--- src/sv/tksd_pkg.sv ---
// Shared types, codes and decode functions for the terminal key sequence decoder.
// Depends on nothing; imported by the front, back and top-level modules.
package tksd_pkg;

   localparam int NUMBER_WIDTH = 32;

   // Parser phases
   localparam logic [3:0] PH_IDLE      = 4'd0;
   localparam logic [3:0] PH_ESC       = 4'd1;
   localparam logic [3:0] PH_CSI_START = 4'd2;
   localparam logic [3:0] PH_CSI_NUM1  = 4'd3;
   localparam logic [3:0] PH_CSI_SEMI  = 4'd4;
   localparam logic [3:0] PH_CSI_NUM2  = 4'd5;
   localparam logic [3:0] PH_SS3       = 4'd6;
   localparam logic [3:0] PH_SS3_ONE   = 4'd7;
   localparam logic [3:0] PH_SS3_SEMI  = 4'd8;
   localparam logic [3:0] PH_SS3_FINAL = 4'd9;

   // Key kinds
   localparam logic [4:0] K_INV   = 5'd0;
   localparam logic [4:0] K_CHAR  = 5'd1;
   localparam logic [4:0] K_ENTER = 5'd2;
   localparam logic [4:0] K_TAB   = 5'd3;
   localparam logic [4:0] K_ESC   = 5'd4;
   localparam logic [4:0] K_BKSP  = 5'd5;
   localparam logic [4:0] K_UP    = 5'd6;
   localparam logic [4:0] K_DOWN  = 5'd7;
   localparam logic [4:0] K_RIGHT = 5'd8;
   localparam logic [4:0] K_LEFT  = 5'd9;
   localparam logic [4:0] K_HOME  = 5'd10;
   localparam logic [4:0] K_END   = 5'd11;
   localparam logic [4:0] K_INS   = 5'd12;
   localparam logic [4:0] K_DEL   = 5'd13;
   localparam logic [4:0] K_PGUP  = 5'd14;
   localparam logic [4:0] K_PGDN  = 5'd15;
   localparam logic [4:0] K_F1    = 5'd16;

   // Modifier bits
   localparam logic [2:0] M_NONE = 3'd0;
   localparam logic [2:0] M_S    = 3'd1;
   localparam logic [2:0] M_A    = 3'd2;
   localparam logic [2:0] M_C    = 3'd4;

   // Byte codes
   localparam logic [7:0] CH_NUL   = 8'h00;
   localparam logic [7:0] CH_CTLA  = 8'h01;
   localparam logic [7:0] CH_TAB   = 8'h09;
   localparam logic [7:0] CH_LF    = 8'h0a;
   localparam logic [7:0] CH_CR    = 8'h0d;
   localparam logic [7:0] CH_CTLZ  = 8'h1a;
   localparam logic [7:0] CH_ESC   = 8'h1b;
   localparam logic [7:0] CH_US    = 8'h1f;
   localparam logic [7:0] CH_DEL   = 8'h7f;
   localparam logic [7:0] CH_FF    = 8'hff;
   localparam logic [7:0] CH_CTL_TO_UPPER = 8'h40;
   localparam logic [7:0] CH_CASE  = 8'h20;

   typedef logic [NUMBER_WIDTH-1:0] number_type;

   typedef struct packed {
      logic [7:0] data;
      logic       more;
      logic       is_digit;
      logic [3:0] digit;
   } item_type;

   typedef struct packed {
      logic [4:0] kind;
      logic [7:0] chv;
      logic [2:0] mods;
   } result_type;

   function automatic result_type mk_res(logic [4:0] kind, logic [7:0] chv, logic [2:0] mods);
      result_type r;
      r.kind = kind;
      r.chv  = (kind == K_CHAR) ? chv : 8'd0;
      r.mods = mods;
      return r;
   endfunction

   function automatic result_type inv_res();
      return mk_res(K_INV, 8'd0, M_NONE);
   endfunction

   function automatic logic [2:0] num_mods(number_type n);
      return n[2:0] - 3'd1;
   endfunction

   function automatic result_type csi_final(logic [7:0] ch, number_type n1, number_type n2,
                                            logic hf, logic hs);
      logic [2:0] m;
      logic       bad;
      m   = M_NONE;
      bad = 1'b0;
      if (ch == "~") begin
         if (!hf || (hs && n2 == '0)) begin
            bad = 1'b1;
         end else if (hs) begin
            m = num_mods(n2);
         end
         if (bad) return inv_res();
         if (n1 == number_type'(1) || n1 == number_type'(7)) return mk_res(K_HOME, 8'd0, m);
         if (n1 == number_type'(2) || n1 == number_type'(8)) return mk_res(K_INS, 8'd0, m);
         if (n1 == number_type'(3)) return mk_res(K_DEL, 8'd0, m);
         if (n1 == number_type'(4)) return mk_res(K_END, 8'd0, m);
         if (n1 == number_type'(5)) return mk_res(K_PGUP, 8'd0, m);
         if (n1 == number_type'(6)) return mk_res(K_PGDN, 8'd0, m);
         if (n1 >= number_type'(11) && n1 <= number_type'(15))
            return mk_res(K_F1 + n1[4:0] - 5'd11, 8'd0, m);
         if (n1 >= number_type'(17) && n1 <= number_type'(21))
            return mk_res(K_F1 + n1[4:0] - 5'd12, 8'd0, m);
         if (n1 == number_type'(23) || n1 == number_type'(24))
            return mk_res(K_F1 + n1[4:0] - 5'd13, 8'd0, m);
         return inv_res();
      end
      if (hf) begin
         if (hs) begin
            if (n1 != number_type'(1) || n2 == '0) bad = 1'b1;
            else m = num_mods(n2);
         end else begin
            if (n1 == '0) bad = 1'b1;
            else m = num_mods(n1);
         end
      end
      if (bad) return inv_res();
      case (ch)
         "A":     return mk_res(K_UP, 8'd0, m);
         "B":     return mk_res(K_DOWN, 8'd0, m);
         "C":     return mk_res(K_RIGHT, 8'd0, m);
         "D":     return mk_res(K_LEFT, 8'd0, m);
         "F":     return mk_res(K_END, 8'd0, m);
         "H":     return mk_res(K_HOME, 8'd0, m);
         "Z":     return mk_res(K_TAB, 8'd0, M_S);
         default: return inv_res();
      endcase
   endfunction

   function automatic result_type ss3_letter(logic [7:0] ch, logic [2:0] m);
      case (ch)
         "F":     return mk_res(K_END, 8'd0, m);
         "H":     return mk_res(K_HOME, 8'd0, m);
         "P":     return mk_res(K_F1, 8'd0, m);
         "Q":     return mk_res(K_F1 + 5'd1, 8'd0, m);
         "R":     return mk_res(K_F1 + 5'd2, 8'd0, m);
         "S":     return mk_res(K_F1 + 5'd3, 8'd0, m);
         default: return inv_res();
      endcase
   endfunction

   // Result for a byte after ESC that closes the sequence
   function automatic result_type esc_res(logic [7:0] ch);
      if (ch == CH_ESC) return mk_res(K_ESC, 8'd0, M_NONE);
      if (ch == CH_LF) return mk_res(K_ENTER, 8'd0, M_A);
      if (ch inside {[CH_CTLA:CH_CTLZ]})
         return mk_res(K_CHAR, ch + CH_CTL_TO_UPPER, M_C | M_A);
      if (ch == CH_US) return mk_res(K_CHAR, "-", M_C | M_A | M_S);
      if (ch inside {["a":"z"]}) return mk_res(K_CHAR, ch - CH_CASE, M_A);
      if (ch == CH_DEL) return mk_res(K_BKSP, 8'd0, M_A);
      return mk_res(K_CHAR, ch, M_A);
   endfunction

   function automatic result_type idle_res(logic [7:0] ch);
      if (ch == CH_TAB) return mk_res(K_TAB, 8'd0, M_NONE);
      if (ch == CH_LF) return mk_res(K_ENTER, 8'd0, M_C);
      if (ch == CH_CR) return mk_res(K_ENTER, 8'd0, M_NONE);
      if (ch inside {[CH_CTLA:CH_CTLZ]}) return mk_res(K_CHAR, ch + CH_CTL_TO_UPPER, M_C);
      if (ch == CH_ESC) return mk_res(K_ESC, 8'd0, M_NONE);
      if (ch == CH_US) return mk_res(K_CHAR, "-", M_C | M_A);
      if (ch == CH_DEL) return mk_res(K_BKSP, 8'd0, M_NONE);
      if (ch == CH_NUL || ch == CH_FF) return inv_res();
      return mk_res(K_CHAR, ch, M_NONE);
   endfunction

endpackage

--- src/sv/terminal_key_sequence_decoder_top.sv ---
// Top level of the terminal key sequence decoder: front queue feeding the parser.
// Depends on tksd_pkg, tksd_front and tksd_back.
//
//   channel   direction  handshake       payload
//   req_      in         push / full     in_byte[7:0], more_pending
//   rsp_      out        pop / empty     key_kind[4:0], char_value[7:0], mod_shift/alt/ctrl
//
// One byte per cycle sustained while the result side keeps popping; the parser register update sets that figure.
// A result passes through the byte queue and the parser into the result queue before it reaches
// rsp_ and can be popped; each side has a 2-entry queue.
// Reset clears both queues and returns the parser to idle.
// A stalled result side fills the result queue, then the byte queue, then raises full.
module terminal_key_sequence_decoder_top (
   input  logic       clock,
   input  logic       reset,
   input  logic [7:0] req_in_byte,
   input  logic       req_more_pending,
   input  logic       req_push,
   output logic       req_full,
   output logic [4:0] rsp_key_kind,
   output logic [7:0] rsp_char_value,
   output logic       rsp_mod_shift,
   output logic       rsp_mod_alt,
   output logic       rsp_mod_ctrl,
   output logic       rsp_empty,
   input  logic       rsp_pop
);
   import tksd_pkg::*;

   logic       item_valid;
   logic       item_take;
   item_type   item;
   result_type res;

   tksd_front u_front (
      .clock            (clock),
      .reset            (reset),
      .req_in_byte      (req_in_byte),
      .req_more_pending (req_more_pending),
      .req_push         (req_push),
      .req_full         (req_full),
      .item_valid       (item_valid),
      .item             (item),
      .item_take        (item_take)
   );

   tksd_back u_back (
      .clock      (clock),
      .reset      (reset),
      .item_valid (item_valid),
      .item       (item),
      .item_take  (item_take),
      .res        (res),
      .res_empty  (rsp_empty),
      .res_pop    (rsp_pop)
   );

   assign rsp_key_kind   = res.kind;
   assign rsp_char_value = res.chv;
   assign rsp_mod_shift  = res.mods[0];
   assign rsp_mod_alt    = res.mods[1];
   assign rsp_mod_ctrl   = res.mods[2];

endmodule

--- src/sv/tksd_front.sv ---
// Front end: takes request bytes, tags digits and holds them in a two-entry queue.
// Depends on tksd_pkg.
module tksd_front (
   input  logic              clock,
   input  logic              reset,
   input  logic [7:0]        req_in_byte,
   input  logic              req_more_pending,
   input  logic              req_push,
   output logic              req_full,
   output logic              item_valid,
   output tksd_pkg::item_type item,
   input  logic              item_take
);
   import tksd_pkg::*;

   item_type   q_ff [2];
   logic       wptr_ff, wptr_in;
   logic       rptr_ff, rptr_in;
   logic [1:0] cnt_ff, cnt_in;
   logic       push_ok, pop_ok;
   item_type   tagged_item;

   always_comb begin
      tagged_item.data     = req_in_byte;
      tagged_item.more     = req_more_pending;
      tagged_item.is_digit = (req_in_byte inside {["0":"9"]});
      tagged_item.digit    = req_in_byte[3:0];
   end

   assign req_full   = (cnt_ff == 2'd2);
   assign item_valid = (cnt_ff != 2'd0);
   assign item       = q_ff[rptr_ff];
   assign push_ok    = req_push && !req_full;
   assign pop_ok     = item_take && item_valid;

   always_comb begin
      wptr_in = wptr_ff ^ push_ok;
      rptr_in = rptr_ff ^ pop_ok;
      cnt_in  = cnt_ff + {1'b0, push_ok} - {1'b0, pop_ok};
   end

   always_ff @(posedge clock) begin
      if (reset) begin
         wptr_ff <= 1'b0;
         rptr_ff <= 1'b0;
         cnt_ff  <= 2'd0;
      end else begin
         wptr_ff <= wptr_in;
         rptr_ff <= rptr_in;
         cnt_ff  <= cnt_in;
      end
   end

   always_ff @(posedge clock) begin
      if (push_ok) begin
         q_ff[wptr_ff] <= tagged_item;
      end
   end

endmodule

--- src/sv/tksd_back.sv ---
// Back end: sequence parser that consumes tagged bytes and queues key results.
// Depends on tksd_pkg.
module tksd_back (
   input  logic               clock,
   input  logic               reset,
   input  logic               item_valid,
   input  tksd_pkg::item_type item,
   output logic               item_take,
   output tksd_pkg::result_type res,
   output logic               res_empty,
   input  logic               res_pop
);
   import tksd_pkg::*;

   logic [3:0] ph_ff, ph_in;
   number_type n1_ff, n1_in;
   number_type n2_ff, n2_in;
   logic       hf_ff, hf_in;
   logic       hs_ff, hs_in;
   logic [2:0] hm_ff, hm_in;

   result_type out_q_ff [2];
   logic       owptr_ff, orptr_ff;
   logic [1:0] ocnt_ff, ocnt_in;

   logic       fire;
   logic       emit;
   result_type r;
   logic [7:0] ch;
   logic       more;
   number_type acc1, acc2, dig;

   assign item_take = item_valid && (ocnt_ff != 2'd2);
   assign fire      = item_take;
   assign ch        = item.data;
   assign more      = item.more;
   assign dig       = number_type'(item.digit);

   // n*10 + d as two shifts and two adds
   assign acc1 = {n1_ff[NUMBER_WIDTH-4:0], 3'b000} + {n1_ff[NUMBER_WIDTH-2:0], 1'b0} + dig;
   assign acc2 = {n2_ff[NUMBER_WIDTH-4:0], 3'b000} + {n2_ff[NUMBER_WIDTH-2:0], 1'b0} + dig;

   always_comb begin
      ph_in = ph_ff;
      n1_in = n1_ff;
      n2_in = n2_ff;
      hf_in = hf_ff;
      hs_in = hs_ff;
      hm_in = hm_ff;
      emit  = 1'b0;
      r     = inv_res();
      case (ph_ff)
         PH_ESC: begin
            if (ch == "[" && more) begin
               ph_in = PH_CSI_START;
               n1_in = '0;
               n2_in = '0;
               hf_in = 1'b0;
               hs_in = 1'b0;
            end else if (ch == "O" && more) begin
               ph_in = PH_SS3;
            end else begin
               emit = 1'b1;
               r    = esc_res(ch);
            end
         end
         PH_CSI_START, PH_CSI_NUM1: begin
            if (item.is_digit) begin
               hf_in = 1'b1;
               n1_in = (ph_ff == PH_CSI_START) ? dig : acc1;
               ph_in = PH_CSI_NUM1;
               emit  = !more;
            end else if (ch == ";") begin
               if (more) begin
                  hs_in = 1'b0;
                  n2_in = '0;
                  ph_in = PH_CSI_SEMI;
               end else begin
                  emit = 1'b1;
               end
            end else begin
               emit = 1'b1;
               r    = csi_final(ch, n1_ff, n2_ff, hf_ff, hs_ff);
            end
         end
         PH_CSI_SEMI, PH_CSI_NUM2: begin
            if (item.is_digit) begin
               hs_in = 1'b1;
               n2_in = (ph_ff == PH_CSI_SEMI) ? dig : acc2;
               ph_in = PH_CSI_NUM2;
               emit  = !more;
            end else begin
               emit = 1'b1;
               r    = csi_final(ch, n1_ff, n2_ff, hf_ff, hs_ff);
            end
         end
         PH_SS3: begin
            if (ch == "1" && more) begin
               ph_in = PH_SS3_ONE;
            end else if (ch == "1") begin
               emit = 1'b1;
            end else begin
               emit = 1'b1;
               r    = ss3_letter(ch, M_NONE);
            end
         end
         PH_SS3_ONE: begin
            if (ch == ";" && more) ph_in = PH_SS3_SEMI;
            else emit = 1'b1;
         end
         PH_SS3_SEMI: begin
            if (ch >= "1") begin
               hm_in = ch[2:0] - 3'd1;
               if (more) ph_in = PH_SS3_FINAL;
               else emit = 1'b1;
            end else begin
               emit = 1'b1;
            end
         end
         PH_SS3_FINAL: begin
            emit = 1'b1;
            r    = ss3_letter(ch, hm_ff);
         end
         default: begin
            if (ch == CH_ESC && more) begin
               ph_in = PH_ESC;
            end else begin
               emit = 1'b1;
               r    = idle_res(ch);
            end
         end
      endcase
      if (emit) ph_in = PH_IDLE;
   end

   always_ff @(posedge clock) begin
      if (reset) begin
         ph_ff <= PH_IDLE;
         n1_ff <= '0;
         n2_ff <= '0;
         hf_ff <= 1'b0;
         hs_ff <= 1'b0;
         hm_ff <= M_NONE;
      end else if (fire) begin
         ph_ff <= ph_in;
         n1_ff <= n1_in;
         n2_ff <= n2_in;
         hf_ff <= hf_in;
         hs_ff <= hs_in;
         hm_ff <= hm_in;
      end
   end

   // Result queue: parts the parser from the consumer
   assign res_empty = (ocnt_ff == 2'd0);
   assign res       = out_q_ff[orptr_ff];
   assign ocnt_in   = ocnt_ff + {1'b0, fire && emit} - {1'b0, res_pop && !res_empty};

   always_ff @(posedge clock) begin
      if (reset) begin
         owptr_ff <= 1'b0;
         orptr_ff <= 1'b0;
         ocnt_ff  <= 2'd0;
      end else begin
         owptr_ff <= owptr_ff ^ (fire && emit);
         orptr_ff <= orptr_ff ^ (res_pop && !res_empty);
         ocnt_ff  <= ocnt_in;
      end
   end

   always_ff @(posedge clock) begin
      if (fire && emit) begin
         out_q_ff[owptr_ff] <= r;
      end
   end

endmodule
--- config.mk ---
export PLATFORM = sky130hd
export DESIGN_NAME = terminal_key_sequence_decoder_top
export DESIGN_NICKNAME = d
export VERILOG_FILES = /design/src/sv/tksd_pkg.sv /design/src/sv/terminal_key_sequence_decoder_top.sv /design/src/sv/tksd_front.sv /design/src/sv/tksd_back.sv
export SDC_FILE = /design/constraint.sdc
export NUM_CORES = 1
export LEC_CHECK = 0
export BUFFER_PORTS_ARGS = -buffer_cell sky130_fd_sc_hd__buf_4
export CAP_MARGIN = 10
export CORE_MARGIN = 2
export CORE_UTILIZATION = 26
export DETAILED_ROUTE_END_ITERATION = 10
export SETUP_SLACK_MARGIN = 0.2
export SLEW_MARGIN = 20
export SYNTH_ARGS = -nofsm -noshare
export SYNTH_HDL_FRONTEND = slang
export SYNTH_SLANG_ARGS = --single-unit
--- constraint.sdc ---
create_clock -name clock -period 6.24 [get_ports clock]
set_input_delay 0.312 -clock clock [delete_from_list [all_inputs] [get_ports clock]]
set_output_delay 0.312 -clock clock [all_outputs]
set_load 0.02 [all_outputs]
### Word level (Yosys, flattened, before mapping)

Memory sizes are Yosys's and may differ from the RTL's. A register that Yosys moved wholly into a read port is not among the register bits.
Index checks and enable logic that the tools add are counted.

| operators by class | value |
|---|---|
| eq/ne operators | 60 |
| $lt $le $gt $ge | 11 |
| bitwise gates (word level) | 4 |
| reductions and logical operators | 42 |
| add/subtract/negate cells | 17 |
| muxes and demuxes | 531 |

Operator list:

| cell | number |
|---|---|
| 16-bit 2-to-1 mux | 165 |
| 1-bit 2-to-1 mux | 317 |
| 16-bit case mux with 6 select lines | 3 |
| 32-bit 2-to-1 mux | 8 |
| 15-bit case mux with 7 select lines | 2 |
| 32-bit by 3-bit == test with 1-bit output (second input constant) | 4 |
| 8-bit by 7-bit == test with 1-bit output (second input constant) | 15 |
| 32-bit case mux with 3 select lines | 1 |
| 32-bit adder | 2 |
| 32-bit by 4-bit adder with 32-bit output | 2 |
| 32-bit by 2-bit == test with 1-bit output (second input constant) | 2 |
| 32-bit by 5-bit == test with 1-bit output (second input constant) | 2 |
| 32-bit zero test | 2 |
| 32-bit case mux with 2 select lines | 1 |
| 3-bit 2-to-1 mux | 18 |
| 4-bit 2-to-1 mux | 12 |
| 32-bit by 1-bit == test with 1-bit output (second input constant) | 1 |
| 32-bit by 4-bit == test with 1-bit output (second input constant) | 1 |
| 32-bit by 4-bit >= comparator with 1-bit output (second input constant) | 1 |
| 32-bit by 5-bit >= comparator with 1-bit output (second input constant) | 1 |
| 32-bit by 4-bit less-or-equal comparator with 1-bit output (second input constant) | 1 |
| 32-bit by 5-bit less-or-equal comparator with 1-bit output (second input constant) | 1 |
| 32-bit by 1-bit inequality test with 1-bit output (second input constant) | 1 |
| 4-bit case mux with 7 select lines | 1 |
| other kinds (47) | 101 |

| storage, ports and cells | value |
|---|---|
| bits in registers | 81 |
| RAM bits | 60 |
| input bits | 13 |
| memories | 2 |

Memory list:

| memory | depth | bits a word | rd ports | clocked after memory_dff | write ports | RTL line | source |
|---|---|---|---|---|---|---|---|
| u_back.out_q_ff | 2 | 16 | 1 | 1 | 1 | tksd_back.sv:22 | `result_type out_q_ff [2];` |
| u_front.q_ff | 2 | 14 | 1 | 1 | 1 | tksd_front.sv:16 | `item_type q_ff [2];` |

### Depth between registers and ports, before layout

| logic depth | value |
|---|---|
| word-level depth | 111 |
| gate-level depth with buffers | 19 |

### Modules after synthesis

From an unflattened synthesis, not the netlist that was laid out.

| second synthesis, totals | value |
|---|---|
| cells, all modules | 1172 |
| area, all modules | 10430.0 µm² |

Modules (own cells, without submodules):

| module | sequential area each (µm²) | area an instance (µm²) | cells each | instances |
|---|---|---|---|---|
| tksd_back | 2502.4 | 9431.5 | 1111 | 1 |
| tksd_front | 680.7 | 998.5 | 61 | 1 |

### Least setup slack after synthesis

OpenSTA, ideal clock, no wires.

| timing path | value |
|---|---|
| path kind | flip-flop to flip-flop |
| start point | register, netlist name u_front.rptr_ff |
| end point | register u_back.n1_ff[27] |
| period minus slack after synthesis | 3913 ps |
| arrival | 3796 ps |
| slack | 2327 ps |
| required time | 6123 ps |
| stages on the path, launching flop included | 16 |
| cell sequence | dfxtp_1 buf_6 buf_12 mux2i_1 inv_1 fa_1 ha_1 a211o_1 o211ai_1 a21oi_1 a211oi_1 o32a_1 nor2b_1 o21ai_0 xnor2_1 a22o_1 |

RTL lines:

| element | RTL line | source |
|---|---|---|
| to (signal assigned) | tksd_back.sv:146 | `n1_ff <= n1_in;` |
| to (decl) | tksd_back.sv:16 | `number_type n1_ff, n1_in;` |

==> metrics.txt <==
vias in the first global route=8705; Die Y=205 um; TritonRoute pass-1 iters=7; Pleak=5.19 nW; Post-Syn Area=0.0105 mm2; final WL=26.5 mm; Most used DFF post-synth=dfxtp_1; library cells used by synthesis=81; register area share after synthesis=30.3%; Cell Area, Placed=0.0113 mm2; initial antenna violation count=1; Synth-to-Final Area Change=13.3%; Post-Layout Cell Count=1739; status=finished clean; critical path arrival=4770 ps; antenna viol nets, final=0; maximum clock rate=223 MHz; layout cells sized above 1=9.39%; most area-consuming cells after synthesis=ha_1 17%, dfxtp_1 15%, edfxtp_1 15%; most common cell in the netlist=ha_1; cell taking the most area after synthesis=ha_1; Seq. cell area=0.00318 mm2; Yosys top cell area share=17.4%; number of synthesized flops with an enable pin=52; worst setup path category=register to register; most frequent cells after synthesis=146 x ha_1, 114 x nor2_1, 87 x nand2_1, 82 x a21oi_1, 81 x dfxtp_1; Filler Cell Count=4234; number of CTS-inserted buffers=17; Multi-input gate area=0.00694 mm2; Peak VDD IR=199 uV; Setup Buffers After CTS=0; dpl ws=1850 ps; WL/cell=15.2 um; post-synthesis net count=1339; Worst Path Max Fanout=20; fin crit share=71.9%; Final Skew=11.9 ps; hold_buf cts=0; Clk Latency, worst-skew pair=430 ps; HPWL after DPL=19.9 mm; Hold WC Path Type=input pin to register; fin. max-slew vios=0; RSZ-0062 raised after global routing=false; first-pass GRT wire length=43.7 mm; Setup Viol. Count Final=0; CTS Buffer Depth=2; htree depth=4; PwrDens=247 mW/mm2; post-CTS sizing=0; worst-margin pin slew=855 ps; # port buffers=30; setup_tns=0 ps; die area=0.0420 mm2; CTS clk-pin slew, worst paths=60 ps; Via Count=8890; crit end category=register; Startpoint Class=register; Final nets=1364; Initial Utilization=26.4%; RePlAce Congestion=0.918; gr ovfl total=0; Hold Violations, Final=0; gate count of the mapped netlist=1176; number of vias per cell=5.11; Die X=205 um; Synth warnings=0; largest net degree at the start of global routing=57; root buffer cell=clkbuf_16; Inst Count DP=1707; fin crit period=4490 ps; Syn Area/Cell=8.92 um2; core area=0.0398 mm2; all-layer global routing usage=12.7%; Rel. slew slack=42.6%; cells on worst reg2reg path=17; drt drc=0; # diodes=0; io pins=31; design area=0.0119 mm2; Iter 0 DRT Violations=617; clock sink count=133; Post-synth ARST share=0%; CTS tree=yes; WHS Path Cells=1; Hold Slack=79.6 ps; Cell Rows=73; PnR worst setup slack=1750 ps; WP data required=6520 ps; max cap viols=0; Synth Register Bits=133
## sequential cells by signal (all words and copies together) (netlist names)
name / count
u_back.hm_ff: 3
u_front.wptr_ff: 1
u_back.owptr_ff: 1
u_back.hf_ff: 1
u_back.ocnt_ff: 2
u_back.n2_ff: 32
u_back.orptr_ff: 1
u_front.rptr_ff: 1
u_back.ph_ff: 4
u_front.cnt_ff: 2
u_back.out_q_ff: 32
u_back.hs_ff: 1
u_back.n1_ff: 32
u_front.q_ff: 20
## per-stage QoR
step | util (%) | power (mW)
2_1_floorplan | - | 1.67
3_3_place_gp | 28.4 | 1.93
3_5_place_dp | 28.4 | 1.94
4_1_cts | 29.9 | 2.97
5_1_grt | 29.9 | 3.09
6_report | 29.9 | 2.94
## worst paths after layout
path | slack (ps) | from | endpoint
worst max register to register | 1750 | u_front.rptr_ff | u_back.n2_ff[28]
worst min-delay path | 80 | req_more_pending | u_front.q_ff[1][5]
worst min register to register | 480 | u_back.n2_ff[29] | u_back.n2_ff[29]
worst max-delay path | 1750 | u_front.rptr_ff | u_back.n2_ff[28]
## cell families after synthesis
logic type / after synthesis / share of synthesized area, %
adder cells (fa/ha/maj): 150 / 18.2
flip-flops: 133 / 30.3
AO/OA/AOI/OAI: 353 / 22.6
XOR/XNOR: 67 / 5.59
multiplexers: 29 / 3.00
AND/OR/NAND/NOR: 354 / 16.8
buffers and inverters: 90 / 3.50
## cell usage in the layout, fill, tap and decap left out, types with 17 or more instances in the layout
| cell | netlist | routed |
|---|---|---|
| edfxtp_1 | 52 | 52 |
| a21o_1 | 34 | 34 |
| a22oi_1 | 28 | 28 |
| a21oi_1 | 82 | 82 |
| xnor2_1 | 46 | 46 |
| nor2b_1 | 19 | 19 |
| dfxtp_1 | 81 | 81 |
| clkbuf_16 | 0 | 18 |
| inv_1 | 55 | 55 |
| buf_4 | 0 | 40 |
| o21ai_0 | 62 | 62 |
| nand2_1 | 87 | 87 |
| xor2_1 | 21 | 21 |
| mux2_2 | 20 | 20 |
| nor2_1 | 114 | 114 |
| nand3_1 | 17 | 17 |
| ha_1 | 146 | 146 |
## power by group
part           internal (mW)  switching (mW)  total (mW)
Clock                  0.624           0.394        1.02
Combinational          0.321           0.501       0.822
Sequential              1.04          0.0573        1.10
## final cells by class
class,instances,area share (%)
clock inverters,11,1.04
inverters,56,1.77
clock buffers,21,3.97
well taps,525,5.52
multi-input cells,953,58.4
repair buffers,40,2.53
flip-flops and latches,133,26.8
## layer usage
layer / wire length, um / global-route usage [%] / vias up
met3: 1130 / 2.08 / 24
met2: 12400 / 21.2 / 195
met1: 12500 / 16.9 / 4236
li1: - / - / 4433
met4: 411 / 4.03 / 2
met5: 8 / 0 / -
## critical path, stage by stage (launching register included)
cell	delay, ps
dfxtp_1	510
buf_4	320
nor2b_1	90
a21oi_2	310
inv_1	250
ha_1	330
ha_1	230
inv_1	70
fa_1	200
nor2b_1	70
o31ai_1	520
a21o_1	190
a21oi_1	110
a211oi_1	460
a21oi_1	180
a31oi_1	230
xor2_1	180
o21ai_0	100
Power figures use the tool's default switching activity.
